### src/rtl/kef_pkg.sv
// ---------------------------------------------------------------------------
// kef_pkg - shared types and constants for the keyboard event queue
// Request codes, field widths and beat layouts used by the queue and its testbench.
// ---------------------------------------------------------------------------
package kef_pkg;

    localparam int REQ_W    = 2;
    localparam int SCAN_W   = 8;
    localparam int TICK_W   = 32;
    localparam int FILL_W   = 6;
    localparam int ENTRY_W  = SCAN_W + TICK_W;
    localparam int S_DATA_W = SCAN_W + TICK_W;
    localparam int M_DATA_W = SCAN_W + 1 + TICK_W + FILL_W + 1;

    // bit of the scancode that marks a key release
    localparam int RELEASE_BIT = 7;

    typedef logic [REQ_W-1:0] req_t;

    localparam req_t REQ_PUSH  = 2'd0;
    localparam req_t REQ_POP   = 2'd1;
    localparam req_t REQ_FLUSH = 2'd2;

endpackage

### src/rtl/kef_ram.sv
// ---------------------------------------------------------------------------
// kef_ram - generic single-port-write, single-port-read RAM
// One write and one registered read per cycle; read data holds without rd_en.
// ---------------------------------------------------------------------------
module kef_ram #(
    parameter int WIDTH = 40,
    parameter int DEPTH = 32
) (
    input  logic                     aclk,
    input  logic                     wr_en,
    input  logic [$clog2(DEPTH)-1:0] wr_addr,
    input  logic [WIDTH-1:0]         wr_data,
    input  logic                     rd_en,
    input  logic [$clog2(DEPTH)-1:0] rd_addr,
    output logic [WIDTH-1:0]         rd_data
);

    logic [WIDTH-1:0] mem_reg [DEPTH];
    logic [WIDTH-1:0] rd_data_reg;

    always_ff @(posedge aclk) begin
        if (wr_en) begin
            mem_reg[wr_addr] <= wr_data;
        end
        if (rd_en) begin
            rd_data_reg <= mem_reg[rd_addr];
        end
    end

    assign rd_data = rd_data_reg;

endmodule

### src/rtl/key_event_fifo_drop_oldest.sv
// ---------------------------------------------------------------------------
// key_event_fifo_drop_oldest - keyboard event queue with drop-oldest overflow
// Circular event store in RAM with read/write pointers and a fill count.
// ---------------------------------------------------------------------------
// Usage:
//   s_ beat: tuser carries the request (push, pop, flush), tdata the scancode
//   and the tick stamp for a push. Every request beat gives exactly one m_
//   result beat: pop data with event_valid in tuser, the fill count after the
//   request, and a flag set when a push into a full queue dropped the oldest
//   event. A push is never refused.
//   The result appears in the cycle after acceptance, with the popped entry
//   coming straight from the RAM's registered read port.
//   Throughput is one request per cycle while the receiver takes each result,
//   set by the single RAM read port and the pointer update that each request completes before the next.
//   The RAM read register and the result flags form the output stage; s_tready
//   stays high while that stage is empty or being taken, so a stalled receiver
//   holds the result and blocks further requests until it is taken.
//   Reset empties the queue (pointers and count to zero) and drops any pending
//   result; the RAM contents are not cleared, no request can read a slot that
//   was never pushed.
// ---------------------------------------------------------------------------
module key_event_fifo_drop_oldest #(
    parameter int QUEUE_DEPTH = 32
) (
    input  logic                          aclk,
    input  logic                          aresetn,
    input  logic                          s_tvalid,
    output logic                          s_tready,
    input  logic [kef_pkg::S_DATA_W-1:0]  s_tdata,  // scancode_in, tick_in
    input  kef_pkg::req_t                 s_tuser,  // req_type
    output logic                          m_tvalid,
    input  logic                          m_tready,
    output logic [kef_pkg::M_DATA_W-1:0]  m_tdata,  // event_scancode, event_pressed,
                                                    // event_time, fill_count,
                                                    // dropped_oldest
    output logic                          m_tuser   // event_valid
);
    import kef_pkg::*;

    localparam int PTR_W = $clog2(QUEUE_DEPTH);
    localparam int CNT_W = $clog2(QUEUE_DEPTH + 1);
    localparam logic [PTR_W-1:0] PTR_LAST = PTR_W'(QUEUE_DEPTH - 1);
    localparam logic [CNT_W-1:0] CNT_FULL = CNT_W'(QUEUE_DEPTH);

    logic [PTR_W-1:0]  rd_ptr_reg, rd_ptr_next;
    logic [PTR_W-1:0]  wr_ptr_reg, wr_ptr_next;
    logic [CNT_W-1:0]  count_reg, count_next;
    logic              out_valid_reg;
    logic              ev_valid_reg, ev_valid_next;
    logic              dropped_reg, dropped_next;
    logic [FILL_W-1:0] fill_reg;

    logic              accept;
    logic              full;
    logic              empty;
    logic              do_push;
    logic              do_pop;
    logic [ENTRY_W-1:0] rd_entry;
    logic [SCAN_W-1:0] ev_scan;
    logic [TICK_W-1:0] ev_tick;

    function automatic logic [PTR_W-1:0] ptr_inc(input logic [PTR_W-1:0] p);
        return (p == PTR_LAST) ? '0 : p + PTR_W'(1);
    endfunction

    assign s_tready = !out_valid_reg || m_tready;
    assign accept   = s_tvalid && s_tready;
    assign full     = (count_reg == CNT_FULL);
    assign empty    = (count_reg == '0);
    assign do_push  = accept && (s_tuser == REQ_PUSH);
    assign do_pop   = accept && (s_tuser == REQ_POP) && !empty;

    always_comb begin
        rd_ptr_next   = rd_ptr_reg;
        wr_ptr_next   = wr_ptr_reg;
        count_next    = count_reg;
        ev_valid_next = 1'b0;
        dropped_next  = 1'b0;
        if (accept) begin
            case (s_tuser)
                REQ_PUSH: begin
                    wr_ptr_next = ptr_inc(wr_ptr_reg);
                    if (full) begin
                        // overwrite the oldest slot, count stays at depth
                        rd_ptr_next  = ptr_inc(rd_ptr_reg);
                        dropped_next = 1'b1;
                    end else begin
                        count_next = count_reg + CNT_W'(1);
                    end
                end
                REQ_POP: begin
                    if (!empty) begin
                        rd_ptr_next   = ptr_inc(rd_ptr_reg);
                        count_next    = count_reg - CNT_W'(1);
                        ev_valid_next = 1'b1;
                    end
                end
                REQ_FLUSH: begin
                    rd_ptr_next = '0;
                    wr_ptr_next = '0;
                    count_next  = '0;
                end
                default: begin
                end
            endcase
        end
    end

    always_ff @(posedge aclk) begin
        if (!aresetn) begin
            rd_ptr_reg    <= '0;
            wr_ptr_reg    <= '0;
            count_reg     <= '0;
            out_valid_reg <= 1'b0;
        end else begin
            rd_ptr_reg <= rd_ptr_next;
            wr_ptr_reg <= wr_ptr_next;
            count_reg  <= count_next;
            if (accept) begin
                out_valid_reg <= 1'b1;
            end else if (m_tready) begin
                out_valid_reg <= 1'b0;
            end
        end
    end

    always_ff @(posedge aclk) begin
        if (accept) begin
            ev_valid_reg <= ev_valid_next;
            dropped_reg  <= dropped_next;
            fill_reg     <= FILL_W'(count_next);
        end
    end

    kef_ram #(
        .WIDTH (ENTRY_W),
        .DEPTH (QUEUE_DEPTH)
    ) u_store (
        .aclk    (aclk),
        .wr_en   (do_push),
        .wr_addr (wr_ptr_reg),
        .wr_data (s_tdata),
        .rd_en   (do_pop),
        .rd_addr (rd_ptr_reg),
        .rd_data (rd_entry)
    );

    // event fields read as zero unless a pop returned an event
    assign ev_scan = ev_valid_reg ? rd_entry[SCAN_W-1:0] : '0;
    assign ev_tick = ev_valid_reg ? rd_entry[ENTRY_W-1:SCAN_W] : '0;

    assign m_tvalid = out_valid_reg;
    assign m_tuser  = ev_valid_reg;
    assign m_tdata  = {dropped_reg, fill_reg, ev_tick,
                       ev_valid_reg && !ev_scan[RELEASE_BIT], ev_scan};

    a_count_bound: assert property (@(posedge aclk) disable iff (!aresetn)
        count_reg <= CNT_FULL)
        else $error("fill count above queue depth");

    a_ptr_meet: assert property (@(posedge aclk) disable iff (!aresetn)
        (empty || full) |-> (rd_ptr_reg == wr_ptr_reg))
        else $error("pointers disagree with empty or full count");

    a_drop_full: assert property (@(posedge aclk) disable iff (!aresetn)
        (do_push && full) |=> (count_reg == CNT_FULL) && dropped_reg)
        else $error("push into full queue did not keep it full and flag drop");

    a_flush: assert property (@(posedge aclk) disable iff (!aresetn)
        (accept && (s_tuser == REQ_FLUSH)) |=>
            (count_reg == '0) && (rd_ptr_reg == '0) && (wr_ptr_reg == '0))
        else $error("flush did not empty the queue");

endmodule

### config.mk
export PLATFORM = sky130hd
export DESIGN_NAME = key_event_fifo_drop_oldest
export DESIGN_NICKNAME = d
export VERILOG_FILES = /design/src/rtl/kef_pkg.sv /design/src/rtl/kef_ram.sv /design/src/rtl/key_event_fifo_drop_oldest.sv
export SDC_FILE = /design/constraint.sdc
export NUM_CORES = 1
export LEC_CHECK = 0
export BUFFER_PORTS_ARGS = -buffer_cell sky130_fd_sc_hd__buf_2
export CAP_MARGIN = 15
export CORE_UTILIZATION = 38
export DETAILED_ROUTE_END_ITERATION = 6
export PLACE_DENSITY_LB_ADDON = 0.05
export SLEW_MARGIN = 20
export SYNTH_ARGS = -nofsm -noshare
export SYNTH_HDL_FRONTEND = slang
export SYNTH_HIERARCHICAL = 1
export SYNTH_SLANG_ARGS = --single-unit
### constraint.sdc
create_clock -name aclk -period 5.2 [get_ports aclk]
set_clock_uncertainty 0.05 [all_clocks]
set_input_delay 0.52 -clock aclk [delete_from_list [all_inputs] [get_ports aclk]]
set_output_delay 0.52 -clock aclk [all_outputs]
set_load 0.02 [all_outputs]
==> results_dict.tcl, run 1 <==
set metrics [dict create \
    status "completed" \
    crit_required_ns 5.61 \
    vdd_ir_drop_max_v 0.000286 \
    area_growth_pct 14.5 \
    swShare_pct 20.8 \
    grt_pass1_wl_um 209000 \
    ys_warn_count 6 \
    leakage_nw 18.3 \
    die_w_um 375 \
    place_congestion 0.800 \
    post_dp_cell_area_um2 55600 \
    drt-total-wl_um 147000 \
    cts_tree "yes" \
    cpPeakStageDelay_ns 0.85 \
    synth_nets 3079 \
    yosysSeqAreaShare_pct 76.3 \
    vias 28148 \
    postSynthCellCount 3026 \
    drive_gt1_share_pct 13.3 \
    crit_chain "nor2b_1 -> or3_1 -> nor2_1 -> nand3b_1 -> nor2_4 -> buf_12" \
    critical_path_class "reg -> reg" \
    cp-end-kind "register" \
    slew_violations 0 \
    p_seq_share_pct 52.0 \
    htreeDepth 4 \
    die_height_um 375 \
    overflow 0 \
    synth_cell_types 56 \
    fin_crit_sh_pct 66.9 \
    grt_max_degree 84 \
    p_per_area_nw_per_um2 381 \
    grt_setup_unrepaired "false" \
    routedWlPerCell_um 28.9 \
    finalCriticalPeriod_ns 3.48 \
    fin_tns_setup_ns 0 \
    grt_pass1_vias 27890 \
    cp-start-kind "register" \
    worstPathArrival_ns 3.89 \
    drt-initial-drc-count 2360 \
    timing.slew.headroom_pct 20.4 \
    rows 136 \
    antenna_found_initial 6 \
    syn_area_per_cell_um2 17.4 \
    crit_slowest_cell "nor2_4" \
    core_area_um2 138000 \
    ios 97 \
    fmax_mhz 287 \
    vias_per_cell 5.52 \
    finalSetupViolations 0 \
    fillers 12002 \
    synth_edf_count 1328 \
    worst_pin_slew_ns 1.18 \
    initial_core_util_pct 38.3 \
    synth_seq_cells 1345 \
    p_clk_share_pct 44.6 \
    cts_buffers 151 \
    hold_depth 2 \
    synth-async-reset-ratio_pct 0 \
    drc 0 \
    drtAntennaViolNets 0 \
    portBuffers 96 \
    worstSkewPairLatency_ns 0.78 \
    internal-power_mw 18.2 \
    cts_buffer_depth 3 \
    netlist_area_um2 52700 \
    die_area_um2 140000 \
    path_max_fanout 24 \
    drt-pass1-iter-count 5 \
    maxCapViolCount 0 \
    cts_root_buf "clkbuf_16" \
    grt_util_all_layers_pct 21.0 \
    largest_reg_flops 1280 \
    comb_power_share_pct 3.4 \
    clock_sinks 1345 \
    nets 3244 \
    p_switching_mw 4.78 \
    reg2reg_depth 6 \
    mostFrequentLayoutCells "edfxtp_1, mux2i_1, clkbuf_16" \
    layout_commonest_cell "edfxtp_1" \
    hold_path_class "in -> reg" \
    stdcell_area_um2 60400 \
    path_clk_slew_ns 0.06 \
    synth_flop_cell "edfxtp_1" \
    finalHoldViolations 0 \
    dpl.hpwl_um 86400 \
]
synthesized netlist by cell type, types with 11 or more instances:
cell type	count	share of area, %
nor3_1	47	0.45
mux2i_1	642	12
buf_2	32	0.30
buf_6	31	0.66
a21oi_1	129	1.2
a22o_1	82	1.4
and2_1	42	0.50
clkbuf_1	70	0.50
nor2_1	50	0.36
buf_1	11	0.078
buf_4	26	0.37
nand2_1	132	0.94
a31oi_1	42	0.50
edfxtp_1	1328	76
nand3_1	132	1.3
dfxtp_1	17	0.65
a22oi_1	120	1.7
final cells by class:
cell class	count	area (µm²)	area share, %
Multi-Input combinational cell	1498	11700	19.5
Sequential cell	1345	40200	66.6
Clock inverter	70	662	1.10
Antenna cell	4	10.0	0.0166
Clock buffer	193	4060	6.73
Inverter	10	37.5	0.0622
Tap cell	1794	2240	3.72
Timing Repair Buffer	185	1390	2.30
power by group through the flow:
stage	combinational, mW	sequential [mW]	clock, mW
after global routing	0.836	12.0	10.9
after detailed placement	0.793	12.2	0
after floorplan	0.408	12.2	0
after global placement	0.778	12.2	0
after CTS	0.795	12.0	10.5
final	0.780	12.0	10.3
repair_timing:
item,CTS,global route
resized for setup,0,0
hold buffers,1,0
setup buffers,0,0
hold endpoints to repair,3,0
worst max-delay path, delay by kind of cell, from the launching register on:
kind / cells / cell delay [ns]
buf+inv: 1 / 0.27
flops: 1 / 0.30
simple gates: 5 / 2.50
stage by stage:
| step | std cells | worst slack [ns] | util [%] | hold slack, ns | power, mW |
|---|---|---|---|---|---|
| global route | 5095 | 1.60 | 43.8 | 0.112 | 23.7 |
| finish | 5099 | 1.72 | 43.9 | 0.141 | 23.0 |
| floorplan | 3026 | 1.11 | - | 0.439 | 12.6 |
| global placement | 4831 | 1.45 | 40.4 | 0.498 | 13.0 |
| CTS | 5095 | 1.72 | 43.8 | 0.0599 | 23.3 |
| detailed placement | 4831 | 1.32 | 40.4 | 0.518 | 13.0 |
cell families (layout without fill, tap and decap cells):
kind of cell    count (synthesis)  count (layout)  synth area share (%)
flops                        1345            1345                  76.3
other cells                     0               4                     0
mux                           644             644                  12.2
buf+inv                       183             458                  2.03
simple gates                  446             446                  4.11
compound gates                399             399                  5.17
xor+xnor                        2               2                0.0332
fa+ha+maj                       7               7                 0.166
final timing paths:
check | slack (ns) | endpoint | from
worst max-delay path | 1.72 | u_store/mem_reg[13][33]$_DFFE_PP_ | m_tvalid$_SDFFE_PN0P_
worst min-delay path | 0.14 | count_reg[0]$_SDFF_PN0_ | s_tuser[1]
worst max register to register | 1.72 | u_store/mem_reg[13][33]$_DFFE_PP_ | m_tvalid$_SDFFE_PN0P_
worst min register to register | 0.53 | wr_ptr_reg[1]$_SDFFE_PN0P_ | wr_ptr_reg[1]$_SDFFE_PN0P_
metal layers:
metal  up-vias  track usage (%)  part of all wire (%)
met5         -                0                     0
met2       703             31.2                    45
li1      12352                -                     -
met1     14936             32.0                    49
met4         0             4.93                   1.7
met3       157             3.30                   5.0
No activity file was read; power rests on OpenSTA's default activity.
==> inputs of run 2 (changes only) <==
--- a/config.mk
+++ b/config.mk
@@ -5,6 +5,7 @@
 export SDC_FILE = /design/constraint.sdc
 export NUM_CORES = 1
 export LEC_CHECK = 0
+export ABC_AREA = 1
 export BUFFER_PORTS_ARGS = -buffer_cell sky130_fd_sc_hd__buf_2
 export CAP_MARGIN = 15
 export CORE_UTILIZATION = 38
==> constraint.sdc (replaced) <==
create_clock -name aclk -period 3.6 [get_ports aclk]
set_clock_uncertainty 0.05 [all_clocks]
set_input_delay 0.36 -clock aclk [delete_from_list [all_inputs] [get_ports aclk]]
set_output_delay 0.36 -clock aclk [all_outputs]
set_load 0.02 [all_outputs]
==> results_dict.tcl, run 2 <==
set metrics [dict create \
    drt-pass1-iter-count 7 \
    grt_setup_unrepaired "false" \
    vias_per_cell 5.18 \
    drt-initial-drc-count 2702 \
    die_w_um 381 \
    nets 4843 \
    leakage_nw 22.9 \
    num_antenna_cells 0 \
    place_congestion 0.742 \
    synth_nets 4738 \
    fin_crit_sh_pct 73.8 \
    fin_tns_setup_ns 0 \
    drtAntennaViolNets 0 \
    synth_compound_area_share_pct 0.195 \
    grt_max_degree 150 \
    htreeDepth 4 \
    cts_buffer_depth 3 \
    fmax_mhz 377 \
    portBuffers 96 \
    synth.area.mux_share_pct 0 \
    cts_root_buf "clkbuf_16" \
    grt_pass1_wl_um 242000 \
    die_height_um 381 \
    yosys-top-cells-count "nand2_1, edfxtp_1, nand3_1" \
    dpl.hpwl_um 89400 \
    postSynthCellCount 4685 \
    path_clk_slew_ns 0.06 \
    netlist.area_leader.share_pct 73.1 \
    syn_area_per_cell_um2 11.6 \
    slew_violations 0 \
    area_growth_pct 14.4 \
    finalCriticalPeriod_ns 2.66 \
    synthSimpleGateAreaFrac_pct 22.6 \
    critical_path_class "reg -> reg" \
    clock_sinks 1345 \
    timing.slew.headroom_pct 26.4 \
    hold_path_class "in -> reg" \
    synthAdderAreaFrac_pct 0.161 \
    stdcell_area_um2 62400 \
    p_per_area_nw_per_um2 549 \
    synth_area_leaders "edfxtp_1, nand2_1, nand3_1, buf_2, dfxtp_1" \
    initial_core_util_pct 38.4 \
    post_cts_buffers 0 \
    ios 97 \
    cts_tree "yes" \
    cp-start-kind "register" \
    drive_gt1_share_pct 9.83 \
    ys_warn_count 6 \
    synth-async-reset-ratio_pct 0 \
    overflow 0 \
    yosys.area_share.xor_xnor_pct 0.0964 \
    post_dp_cell_area_um2 57800 \
    vias 35165 \
    drt-total-wl_um 164000 \
    layout_commonest_cell "nand2_1" \
    synth_flop_cell "edfxtp_1" \
    drc 0 \
    routedWlPerCell_um 24.2 \
    cts_resized 0 \
    netlist_area_um2 54500 \
    maxCapViolCount 0 \
    worstPathArrival_ns 3.00 \
    status "completed" \
    core_area_um2 142000 \
    cp-end-kind "register" \
    synth_edf_count 1328 \
    synth_cell_types 28 \
    synth_seq_cells 1345 \
    finalSetupViolations 0 \
    largest_reg_flops 1280 \
    rows 138 \
    final_util_pct 44.0 \
    antenna_found_initial 3 \
    crit_required_ns 3.95 \
    grt_util_all_layers_pct 22.7 \
    yosysSeqAreaShare_pct 73.7 \
    grt_pass1_vias 34807 \
    synth_top_family_by_area "simple AND/OR/NAND/NOR gates" \
    worstSkewPairLatency_ns 0.77 \
    path_max_fanout 28 \
    mostFrequentLayoutCells "nand2_1, edfxtp_1, nand3_1" \
    cts_buffers 152 \
    synth_top_cell_by_area "edfxtp_1" \
    ctsHoldBuffers 3 \
    finalHoldViolations 0 \
    die_area_um2 145000 \
    synth.most_common_cell "nand2_1" \
    worst_pin_slew_ns 1.10 \
    vdd_ir_drop_max_v 0.000411 \
]
-- run 2: changes by cell type in the layout (fill, tap and decap cells not counted), sizes merged, moves of 42 or more --
cell and delta:
nand2 +1758, inv +65, a22o -82, a22oi -120
nor3 -46, a31oi -42, and2 -42, buf +46
a21oi -117, nand3 +858, mux2i -642
-- run 2: cell families (layout without fill, tap and decap cells) --
family,count (synthesis),after routing
simple gates,2946,2946
flops,1345,1345
buf+inv,362,580
compound gates,19,19
fa+ha+maj,7,7
xor+xnor,6,6
-- run 2: worst paths after layout --
kind                                                  from                                end  slack [ns]  cells past startpoint
worst max-delay path                 m_tvalid$_SDFFE_PN0P_  u_store/mem_reg[13][22]$_DFFE_PP_        0.94                      9
worst min-delay path                           s_tdata[19]  u_store/mem_reg[24][19]$_DFFE_PP_        0.06                      1
worst max register to register       m_tvalid$_SDFFE_PN0P_  u_store/mem_reg[13][22]$_DFFE_PP_        0.94                      9
worst min register to register  rd_ptr_reg[4]$_SDFFE_PN0P_         rd_ptr_reg[4]$_SDFFE_PN0P_        0.48                      2
-- run 2: final cells by class --
| cell class | instances | area [µm²] |
|---|---|---|
| Inverter | 80 | 327 |
| Fill cell | 13339 | 79600 |
| Multi-Input combinational cell | 2978 | 12800 |
| Timing Repair Buffer | 233 | 2070 |
| Clock buffer | 192 | 4100 |
| Clock inverter | 75 | 450 |
| Sequential cell | 1345 | 40200 |
| Tap cell | 1890 | 2360 |
-- run 2: critical path, cell delays in order, from the launching register on --
cell	delay (ns)
dfxtp_1	0.32
nand2_2	0.10
nand2_2	0.10
inv_1	0.29
nand2_1	0.19
inv_1	0.19
nand3_1	0.10
buf_4	0.22
nor2_4	0.13
buf_4	0.50
-- run 2: where the power goes --
part	internal (mW)	total, mW	switching (mW)
logic	0.647	2.52	1.87
clock network	8.28	14.4	6.13
registers	17.3	17.3	0.0425
-- run 2: through the flow --
stage	total power, mW	std cells	setup WS, ns	hold WS, ns
after floorplan	19.1	4685	0.0691	0.409
final	34.3	6793	0.944	0.0589
after detailed placement	20.2	6523	0.797	0.465
after CTS	34.6	6793	0.955	0.0196
after global placement	20.2	6523	0.787	0.469
after global routing	35.5	6793	0.809	0.0423
-- run 2: metal layers --
metal / GRT usage (%) / wire length [µm]
met1: 32.3 / 76700
met2: 36.6 / 77600
met4: 5.47 / 3250
met5: 0 / 0
met3: 3.22 / 6920
